==> config.mk <==
export PLATFORM = sky130hd
export DESIGN_NAME = callsign_to_packed_id
export DESIGN_NICKNAME = d
export VERILOG_FILES = /design/src/design/cspid_pkg.sv /design/src/design/cspid_step.sv /design/src/design/callsign_to_packed_id.sv
export SDC_FILE = /design/constraint.sdc
export NUM_CORES = 1
export LEC_CHECK = 0
export ABC_AREA = 1
export BUFFER_PORTS_ARGS = -buffer_cell sky130_fd_sc_hd__buf_2
export CAP_MARGIN = 20
export CELL_PAD_IN_SITES_DETAIL_PLACEMENT = 0
export CELL_PAD_IN_SITES_GLOBAL_PLACEMENT = 1
export CORE_MARGIN = 1
export CORE_UTILIZATION = 30
export DETAILED_ROUTE_END_ITERATION = 8
export GPL_ROUTABILITY_DRIVEN = 0
export PLACE_DENSITY_LB_ADDON = 0.15
export SLEW_MARGIN = 20
export SYNTH_ARGS = -nofsm -noshare
export SYNTH_HDL_FRONTEND = slang
export SYNTH_SLANG_ARGS = --single-unit
==> constraint.sdc <==
create_clock -name clk_i -period 12.69 [get_ports clk_i]
set_clock_uncertainty 0.05 [all_clocks]
set_input_delay 2.538 -clock clk_i [delete_from_list [all_inputs] [get_ports clk_i]]
set_output_delay 2.538 -clock clk_i [all_outputs]
set_load 0.01 [all_outputs]
==> src/design/cspid_pkg.sv <==
// ----------------------------------------------------------------------------
// cspid_pkg
// Shared types, constants and helpers for the callsign packer.
// ----------------------------------------------------------------------------
package cspid_pkg;

  localparam int unsigned SymbolW = 8;
  localparam int unsigned IdW     = 28;
  localparam int unsigned PrefixW = 13;
  localparam int unsigned SuffixW = 15;
  localparam int unsigned CountW  = 2;
  localparam int unsigned LetterW = 5;

  localparam logic [4:0]  BaseLetters = 5'd27;
  localparam logic [3:0]  BaseRegion  = 4'd10;
  localparam logic [14:0] SuffixSpan  = 15'd19683;

  localparam logic [SymbolW-1:0] ChLowA  = 8'h61;
  localparam logic [SymbolW-1:0] ChLowZ  = 8'h7A;
  localparam logic [SymbolW-1:0] ChUpA   = 8'h41;
  localparam logic [SymbolW-1:0] ChUpZ   = 8'h5A;
  localparam logic [SymbolW-1:0] ChZero  = 8'h30;
  localparam logic [SymbolW-1:0] ChNine  = 8'h39;

  localparam logic [CountW-1:0] MaxPrefixLetters = 2'd2;
  localparam logic [CountW-1:0] MaxSuffixLetters = 2'd3;

  typedef enum logic [1:0] {
    PH_PREFIX = 2'd0,
    PH_SUFFIX = 2'd1,
    PH_ERROR  = 2'd2
  } phase_e;

  typedef struct packed {
    phase_e              phase;
    logic [CountW-1:0]   letter_count;
    logic [PrefixW-1:0]  prefix_value;
    logic [SuffixW-1:0]  suffix_value;
  } cspid_state_t;

  localparam cspid_state_t StateReset = '{
    phase:        PH_PREFIX,
    letter_count: '0,
    prefix_value: '0,
    suffix_value: '0
  };

  // 1..26 for a letter of either case, 0 otherwise
  function automatic logic [LetterW-1:0] letter_code(input logic [SymbolW-1:0] ch);
    logic [SymbolW-1:0] diff;
    diff = '0;
    if (ch >= ChLowA && ch <= ChLowZ) begin
      diff = ch - ChLowA + 8'd1;
    end else if (ch >= ChUpA && ch <= ChUpZ) begin
      diff = ch - ChUpA + 8'd1;
    end
    return diff[LetterW-1:0];
  endfunction

endpackage

==> src/design/cspid_step.sv <==
// ----------------------------------------------------------------------------
// cspid_step
// Next-state logic: absorbs one character into the callsign parse state.
// ----------------------------------------------------------------------------
module cspid_step import cspid_pkg::*; (
  input  cspid_state_t        state_i,
  input  logic [SymbolW-1:0]  symbol_i,
  output cspid_state_t        state_o
);

  logic [LetterW-1:0] lv;
  logic               is_digit;
  logic [3:0]         digit;
  logic [17:0]        pre_letter;
  logic [16:0]        pre_region;
  logic [19:0]        suf_letter;
  logic [SymbolW-1:0] digit_full;

  assign lv         = letter_code(symbol_i);
  assign is_digit   = (symbol_i >= ChZero) && (symbol_i <= ChNine);
  assign digit_full = symbol_i - ChZero;
  assign digit      = digit_full[3:0];
  assign pre_letter = 18'(state_i.prefix_value * BaseLetters) + 18'(lv);
  assign pre_region = 17'(state_i.prefix_value * BaseRegion) + 17'(digit);
  assign suf_letter = 20'(state_i.suffix_value * BaseLetters) + 20'(lv);

  always_comb begin
    state_o = state_i;
    unique case (state_i.phase)
      PH_PREFIX: begin
        if (lv != '0) begin
          if (state_i.letter_count < MaxPrefixLetters) begin
            state_o.prefix_value = pre_letter[PrefixW-1:0];
            state_o.letter_count = state_i.letter_count + 2'd1;
          end else begin
            state_o.phase = PH_ERROR;
          end
        end else if (is_digit) begin
          if (state_i.letter_count == '0) begin
            state_o.phase = PH_ERROR;
          end else begin
            state_o.prefix_value = pre_region[PrefixW-1:0];
            state_o.phase        = PH_SUFFIX;
            state_o.letter_count = '0;
          end
        end else begin
          state_o.phase = PH_ERROR;
        end
      end
      PH_SUFFIX: begin
        if (lv != '0 && state_i.letter_count < MaxSuffixLetters) begin
          state_o.suffix_value = suf_letter[SuffixW-1:0];
          state_o.letter_count = state_i.letter_count + 2'd1;
        end else begin
          state_o.phase = PH_ERROR;
        end
      end
      default: begin
        state_o.phase = PH_ERROR;
      end
    endcase
  end

endmodule

==> src/design/callsign_to_packed_id.sv <==
// ----------------------------------------------------------------------------
// callsign_to_packed_id
// Packs a callsign, streamed one character per word, into a 28-bit id.
// ----------------------------------------------------------------------------
// One character is taken per cycle, except while a final character waits in
// the input register for the packed stage to free up. The character is
// registered and absorbed into the parse state, and on the final character
// the prefix and suffix are registered and then combined (prefix * 19683 +
// suffix) into the output register. The input and a pending result are
// buffered separately, so characters keep flowing while a result waits to be taken.
module callsign_to_packed_id import cspid_pkg::*; (
  input  logic               clk_i,
  input  logic               rst_ni,
  input  logic               in_valid_i,
  output logic               in_ready_o,
  input  logic [SymbolW-1:0] symbol_i,
  input  logic               last_symbol_i,
  output logic               out_valid_o,
  input  logic               out_ready_i,
  output logic [IdW-1:0]     call_id_o,
  output logic               valid_res_o
);

  // input stage
  logic               s1_v_q;
  logic [SymbolW-1:0] s1_sym_q;
  logic               s1_last_q;
  // packed stage
  logic               s2_v_q;
  logic               s2_ok_q;
  logic [PrefixW-1:0] s2_pre_q;
  logic [SuffixW-1:0] s2_suf_q;
  // output stage
  logic               out_v_q;
  logic [IdW-1:0]     out_id_q;
  logic               out_ok_q;

  cspid_state_t state_q, state_d, state_nx;

  logic o_free, s2_free, s1_adv, in_take, s2_load, s2_adv;
  logic ok_nx;
  logic [IdW+1:0] id_full;

  cspid_step u_step (
    .state_i  (state_q),
    .symbol_i (s1_sym_q),
    .state_o  (state_nx)
  );

  assign o_free     = !out_v_q || out_ready_i;
  assign s2_free    = !s2_v_q || o_free;
  assign s1_adv     = s1_v_q && (!s1_last_q || s2_free);
  assign in_ready_o = !s1_v_q || s1_adv;
  assign in_take    = in_valid_i && in_ready_o;
  assign s2_load    = s1_adv && s1_last_q;
  assign s2_adv     = s2_v_q && o_free;

  assign ok_nx   = (state_nx.phase == PH_SUFFIX) && (state_nx.letter_count != '0);
  assign state_d = s2_load ? StateReset : state_nx;
  assign id_full = 30'(s2_pre_q * SuffixSpan) + 30'(s2_suf_q);

  always_ff @(posedge clk_i or negedge rst_ni) begin
    if (!rst_ni) begin
      s1_v_q  <= 1'b0;
      s2_v_q  <= 1'b0;
      out_v_q <= 1'b0;
      state_q <= StateReset;
    end else begin
      if (in_take) begin
        s1_v_q <= 1'b1;
      end else if (s1_adv) begin
        s1_v_q <= 1'b0;
      end
      if (s2_load) begin
        s2_v_q <= 1'b1;
      end else if (s2_adv) begin
        s2_v_q <= 1'b0;
      end
      if (s2_adv) begin
        out_v_q <= 1'b1;
      end else if (out_ready_i) begin
        out_v_q <= 1'b0;
      end
      if (s1_adv) begin
        state_q <= state_d;
      end
    end
  end

  always_ff @(posedge clk_i) begin
    if (in_take) begin
      s1_sym_q  <= symbol_i;
      s1_last_q <= last_symbol_i;
    end
    if (s2_load) begin
      s2_ok_q  <= ok_nx;
      s2_pre_q <= state_nx.prefix_value;
      s2_suf_q <= state_nx.suffix_value;
    end
    if (s2_adv) begin
      out_ok_q <= s2_ok_q;
      out_id_q <= s2_ok_q ? id_full[IdW-1:0] : '0;
    end
  end

  assign out_valid_o = out_v_q;
  assign call_id_o   = out_id_q;
  assign valid_res_o = out_ok_q;

endmodule

==> summary.txt, run 1 <==
Synthesis
  • Synth async-reset ratio: 0.343
  • Synth Cell Area: 0.0123 mm2
  • Ys flop type: edfxtp_1
  • Sequential element share of the synthesized area: 0.234
  • #FFs+latches synth: between 100 and 150
  • Post-synth EDFFs: 67
  • Synthesized area per cell: 8.39 um2
  • Gate Count Post-Synth: 1,468
  • Library cells used by synthesis: 44
  • Warnings from Yosys: 0
  • Syn_nets: 1,779

Clock tree
  • CTS-repair resized insts: 0
  • Clock transition at path regs: around 0.070 ns
  • CTS Sinks: 102
  • CTS tree: built
  • CTS Hold Bufs: 0
  • CTS max path bufs: 2
  • CTS H-Tree Depth: 3
  • Num CTS Buffers: 9
  • Clk_lat worst skew: 0.38 ns
  • Clock root buffer: clkbuf_16
  • Post-CTS Setup Inserts: 0

Critical path
  • Reg2reg end: call_id_o[20]
  • WS Path Type: primary input to output pin
  • R2r startpoint: s2_pre_q[7]
  • Critical Path RT: 10.10 ns
  • Worst Path Arrival: around 3.3 ns
  • Crit path capture type: output pin
  • Worst Setup EP: in_ready_o
  • Worst setup startpoint: out_ready_i
  • Reg2Reg Depth: 19
  • Critical path launch point type: primary input
  • Worst R2R Setup Slack: 7.17 ns
  • CP max FO: 4

Drt
  • Post-Route WL: 31,400 um
  • Pre-antenna DRT Iters: 4
  • Via count: 9,250
  • Iter 0 DRT Violations: 311
  • Vias per Instance: 4.53
  • Avg WL per Cell: 15.4 um
  • DRC: 0
  • Final antenna-violating net count: 0

Floorplanning
  • Core Area: 0.0401 mm2
  • Die Y: 205 um
  • Die width: 205 um
  • Initial Util: 0.307
  • Row Count: 73
  • Io pins: 44
  • Die area: 0.0419 mm2

Min path
  • Min-Delay Path Class: flop to flop

STA
  • Hold Vio Cnt, Final: 0
  • Final Critical Period: 5.84 ns
  • Final setup fails: 0
  • Worst-Margin Slew: 1.04 ns
  • Slew Viols, Final: 0
  • Fin Setup TNS: 0 ns
  • RSZ-0062 raised after global routing: no
  • Final period utilization: 0.460
  • Max Fclk: 0.171 GHz
  • Rel. slew slack: 0.305
  • WHS: around 0.52 ns

GRT
  • Vias in the first global route: 9,527
  • GRT Residual Overflow: 0
  • Largest net degree at the start of global routing: 36
  • Initial antenna violation count: 0
  • Global-route usage over all layers: 0.158
  • First-pass GRT wire length: 51,400 um

Layout
  • Most frequent cells in the layout: inv_1, nand2_1, ha_1
  • P&R area growth vs syn: 9.18%
  • Area of the multi-input gates: 0.00808 mm2
  • Most common cell after layout, fill and taps aside: inv_1
  • Share of layout cells above drive strength 1: 0.0745
  • Filler Cells Inserted: 4,244
  • Final Net Count: 1,822
  • Diodes inserted: 0
  • Sequential cell area: 0.00289 mm2

Placement
  • Dpl hpwl: 26,000 um
  • Port bufs: 43

Job
  • Max-Cap Viols: 0

Run status
  • Status: finished, final reports clean
## registers in the layout (all words and copies together), names as in the netlist
signal       count
call_id_o       28
s2_v_q           1
s1_sym_q         8
s2_ok_q          1
s2_suf_q        15
valid_res_o      1
state_q         32
s1_last_q        1
s2_pre_q        13
s1_v_q           1
out_valid_o      1
## critical path, cell delays in order
cell and delay, ns:
buf_2 0.10, nor2_1 0.28, nand4_1 0.16, buf_2 0.17
## cells by family after synthesis
logic type | synth area share
simple gates | 0.161
flops | 0.234
xor+xnor | 0.0206
buf+inv | 0.111
compound gates | 0.104
fa+ha+maj | 0.369
## how the worst min path moves through the flow
stage / from / cells past startpoint / endpoint / slack [ns]
6_report: s2_v_q / 2 / out_valid_o / 0.52
3_3_place_gp: s1_v_q / 2 / s1_v_q / 0.51
4_1_cts: s2_v_q / 2 / out_valid_o / 0.53
3_5_place_dp: s2_v_q / 2 / out_valid_o / 0.49
5_1_grt: s2_v_q / 2 / out_valid_o / 0.58
2_1_floorplan: s2_v_q / 2 / out_valid_o / 0.43
## cell usage after synthesis (7+ instances only)
master    instances  area, um2
nand2_1         261        980
nand3_1          75        375
nor3_1            8       40.0
edfxtp_1         67       2010
o21ai_0          70        350
clkbuf_1         12       45.0
inv_1           335       1260
nor2_1           72        270
a31oi_1           7       43.8
o21a_1            8       60.1
a21o_1            8       60.1
xnor2_1          12        105
ha_1            189       2360
xor2_1           17        149
nand4_1          10       62.6
nand2_2          14       87.6
fa_1            109       2180
a21oi_1          83        415
o21ai_2          13        114
o22ai_1           9       56.3
dfrtp_1          35        876
## layout make-up
type                    count  area share
flip-flops and latches    102       0.215
clock inverters             7     0.00558
repair buffers             48      0.0188
multi-input cells        1011       0.601
inverters                 339      0.0948
well taps                 525      0.0488
clock buffers               9      0.0167
## through the flow
stage / worst slack, ns / instance area (um2) / cells / util
floorplan: 7.21 / 12300 / 1468 / -
detailed placement: 6.86 / 13200 / 2025 / 0.328
CTS: 6.84 / 13500 / 2041 / 0.335
finish: 6.85 / 13500 / 2041 / 0.335
global placement: 6.85 / 13200 / 2025 / 0.328
global route: 6.79 / 13500 / 2041 / 0.335
## per-layer routing
metal  GRT usage  vias to the layer above  share of wire
met5           0                        -              0
met4      0.0280                        0          0.011
met3      0.0185                       21          0.021
met2       0.263                      104           0.46
met1       0.221                     4332           0.50
li1            -                     4793              -
Power of run 1 is left out: the tool's default activity adds up to more than one toggle a clock period on the data nets, which glitch-free logic cannot reach.
==> run 2, diff against run 1 <==
==> constraint.sdc (replaced) <==
create_clock -name clk_i -period 4.76 [get_ports clk_i]
set_clock_uncertainty 0.05 [all_clocks]
set_input_delay 0.952 -clock clk_i [delete_from_list [all_inputs] [get_ports clk_i]]
set_output_delay 0.952 -clock clk_i [all_outputs]
set_load 0.01 [all_outputs]
==> summary.txt, run 2 (synthesis results as in run 1) <==
GRT
  • Global-route usage over all layers: 0.164
  • Met3 usage: 0.0180
  • Largest net degree at the start of global routing: 36
  • Vias in the first global route: 10,000
  • M2 GR Usage: 0.279
  • First-pass GRT wire length: 53,500 um
  • Busiest layer in global routing: met2
  • Initial antenna violation count: 0
  • Met1 Use GR: 0.225
  • GRT Residual Overflow: 0

STA
  • Max Fclk: between 0.2 and 0.25 GHz
  • Final Critical Period: between 4 and 5 ns
  • RSZ-0062 raised after global routing: yes
  • Slew Viols, Final: 0
  • Worst-Margin Slew: approximately 1.0 ns
  • Final period utilization: 1.04
  • Rel. slew slack: 0.331
  • Final setup fails: 14
  • Slack of the critical path: -0.188 ns
  • Hold Vio Cnt, Final: 0

Floorplanning
  • Die Y: 205 um
  • Die area: 0.0419 mm2
  • Core Area: 0.0401 mm2
  • Io pins: 44
  • Row Count: 73
  • Initial Util: 0.307
  • Die width: 205 um

Clock tree
  • Clock transition at path regs: 0.08 ns
  • CTS Sinks: 102
  • Num CTS Buffers: 9
  • CTS tree: built
  • Clk_lat worst skew: 0.37 ns
  • CTS max path bufs: 2
  • Clock root buffer: clkbuf_16
  • CTS H-Tree Depth: 3
  • CTS Hold Bufs: 0

Placement
  • Worst slack, placed: -0.415 ns
  • Port bufs: 43
  • Dpl hpwl: roughly 27,000 um
  • Dpl cells: 2,116

Drt
  • Vias per Instance: 4.51
  • Post-Route WL: 32,400 um
  • Final antenna-violating net count: 0
  • Pre-antenna DRT Iters: 4
  • DRC: 0
  • Iter 0 DRT Violations: 344
  • Via count: approximately 9,700
  • Avg WL per Cell: 15.0 um

Critical path
  • CP delay by family, top: adder cells
  • CP max FO: 5
  • CP max stage delay: 0.60 ns
  • Crit path capture type: flop
  • Critical Path RT: about 4.8 ns
  • WS Path Type: flop to flop
  • WP buf/inv: 5
  • Worst Path Arrival: around 5 ns
  • Crit path top cell by count: fa_1
  • Critical-path cell list: fa_1 -> ha_4 -> fa_1 -> inv_2 -> fa_2 -> inv_2 -> fa_1 -> inv_1 -> fa_1 -> inv_2 -> ha_4 -> a21oi_4 -> o21ai_2 -> a21oi_2 -> nand3_2 -> buf_4 -> o21ai_0 -> a21oi_1
  • Critical path launch point type: flop
  • Worst path slowest cell: fa_1

Layout
  • Final Net Count: between 1,500 and 2,000
  • Most common cell after layout, fill and taps aside: inv_1
  • Max reg flops: 32
  • Filler Cells Inserted: roughly 4,200
  • Share of layout cells above drive strength 1: 0.195
  • Largest Register: state_q
  • Most frequent cells in the layout: inv_1, nand2_1, ha_1
  • Finished Layout Cells: 2,154
  • Diodes inserted: 0
  • P&R area growth vs syn: 21.3%

Run status
  • Status: finished with violations
  • Failing checks: setup timing

Min path
  • Min-Delay Path Class: flop to flop

Job
  • Max-Cap Viols: 0
==> run 2: cell count changes in the layout (fill, tap and decap cells not counted), sizes merged <==
cell      change
clkinvlp      -1
buf         +113
bufinv        +1
==> run 2: what timing repair did <==
item,in CTS,in global routing
resized for setup,63,53
endpoints found under the setup margin,18,34
endpoints found under the hold margin,0,0
gates cloned,0,0
pin swaps,33,31
setup buffers,18,6
==> run 2: stage by stage <==
| step | area, um2 | TNS (ns) | hold WS, ns | utilization |
|---|---|---|---|---|
| after floorplan | 12400 | 0 | 0.431 | - |
| after global placement | 13900 | -4.04 | 0.506 | 0.348 |
| after detailed placement | 13900 | -4.30 | 0.513 | 0.348 |
| after CTS | 14700 | -1.90 | 0.543 | 0.366 |
| after global routing | 14900 | -4.91 | 0.579 | 0.373 |
| final | 14900 | -1.92 | 0.540 | 0.373 |
==> run 2: path summary, 6_finish.rpt <==
check	start	endpoint	slack, ns	cells past startpoint
setup / recovery	s2_pre_q[6]	call_id_o[18]	-0.19	18
hold / removal	s2_v_q	out_valid_o	0.54	2
setup reg to reg	s2_pre_q[6]	call_id_o[18]	-0.19	18
hold reg to reg	s2_v_q	out_valid_o	0.54	2
max in group asynchronous	rst_ni	state_q[3]	3.69	2
min in group asynchronous	rst_ni	out_valid_o	0.60	2
==> run 2: tightest hold or removal path, cell delays in order (launching register included) <==
cell	delay, ns
dfrtp_1	0.37
inv_1	0.10
nand2_1	0.09
==> run 2: cell type report <==
type	instances	area, um2	share of cell area
timing repair buffer	161	1130	0.0757
clock inverter	7	97.6	0.00653
tap	525	657	0.0439
clock buffer	9	225	0.0151
inverter	339	1280	0.0855
multi-input combinational	1011	8670	0.580
sequential	102	2890	0.193
==> run 2: routing by layer <==
metal | vias up | part of all wire | wire (um)
li1 | 5030 | - | -
met1 | 4581 | 0.50 | 16100
met2 | 87 | 0.48 | 15500
met3 | 15 | 0.017 | 557
met4 | 0 | 0.0077 | 250
met5 | - | 0 | 0
Power of run 2 is left out for the same reason.
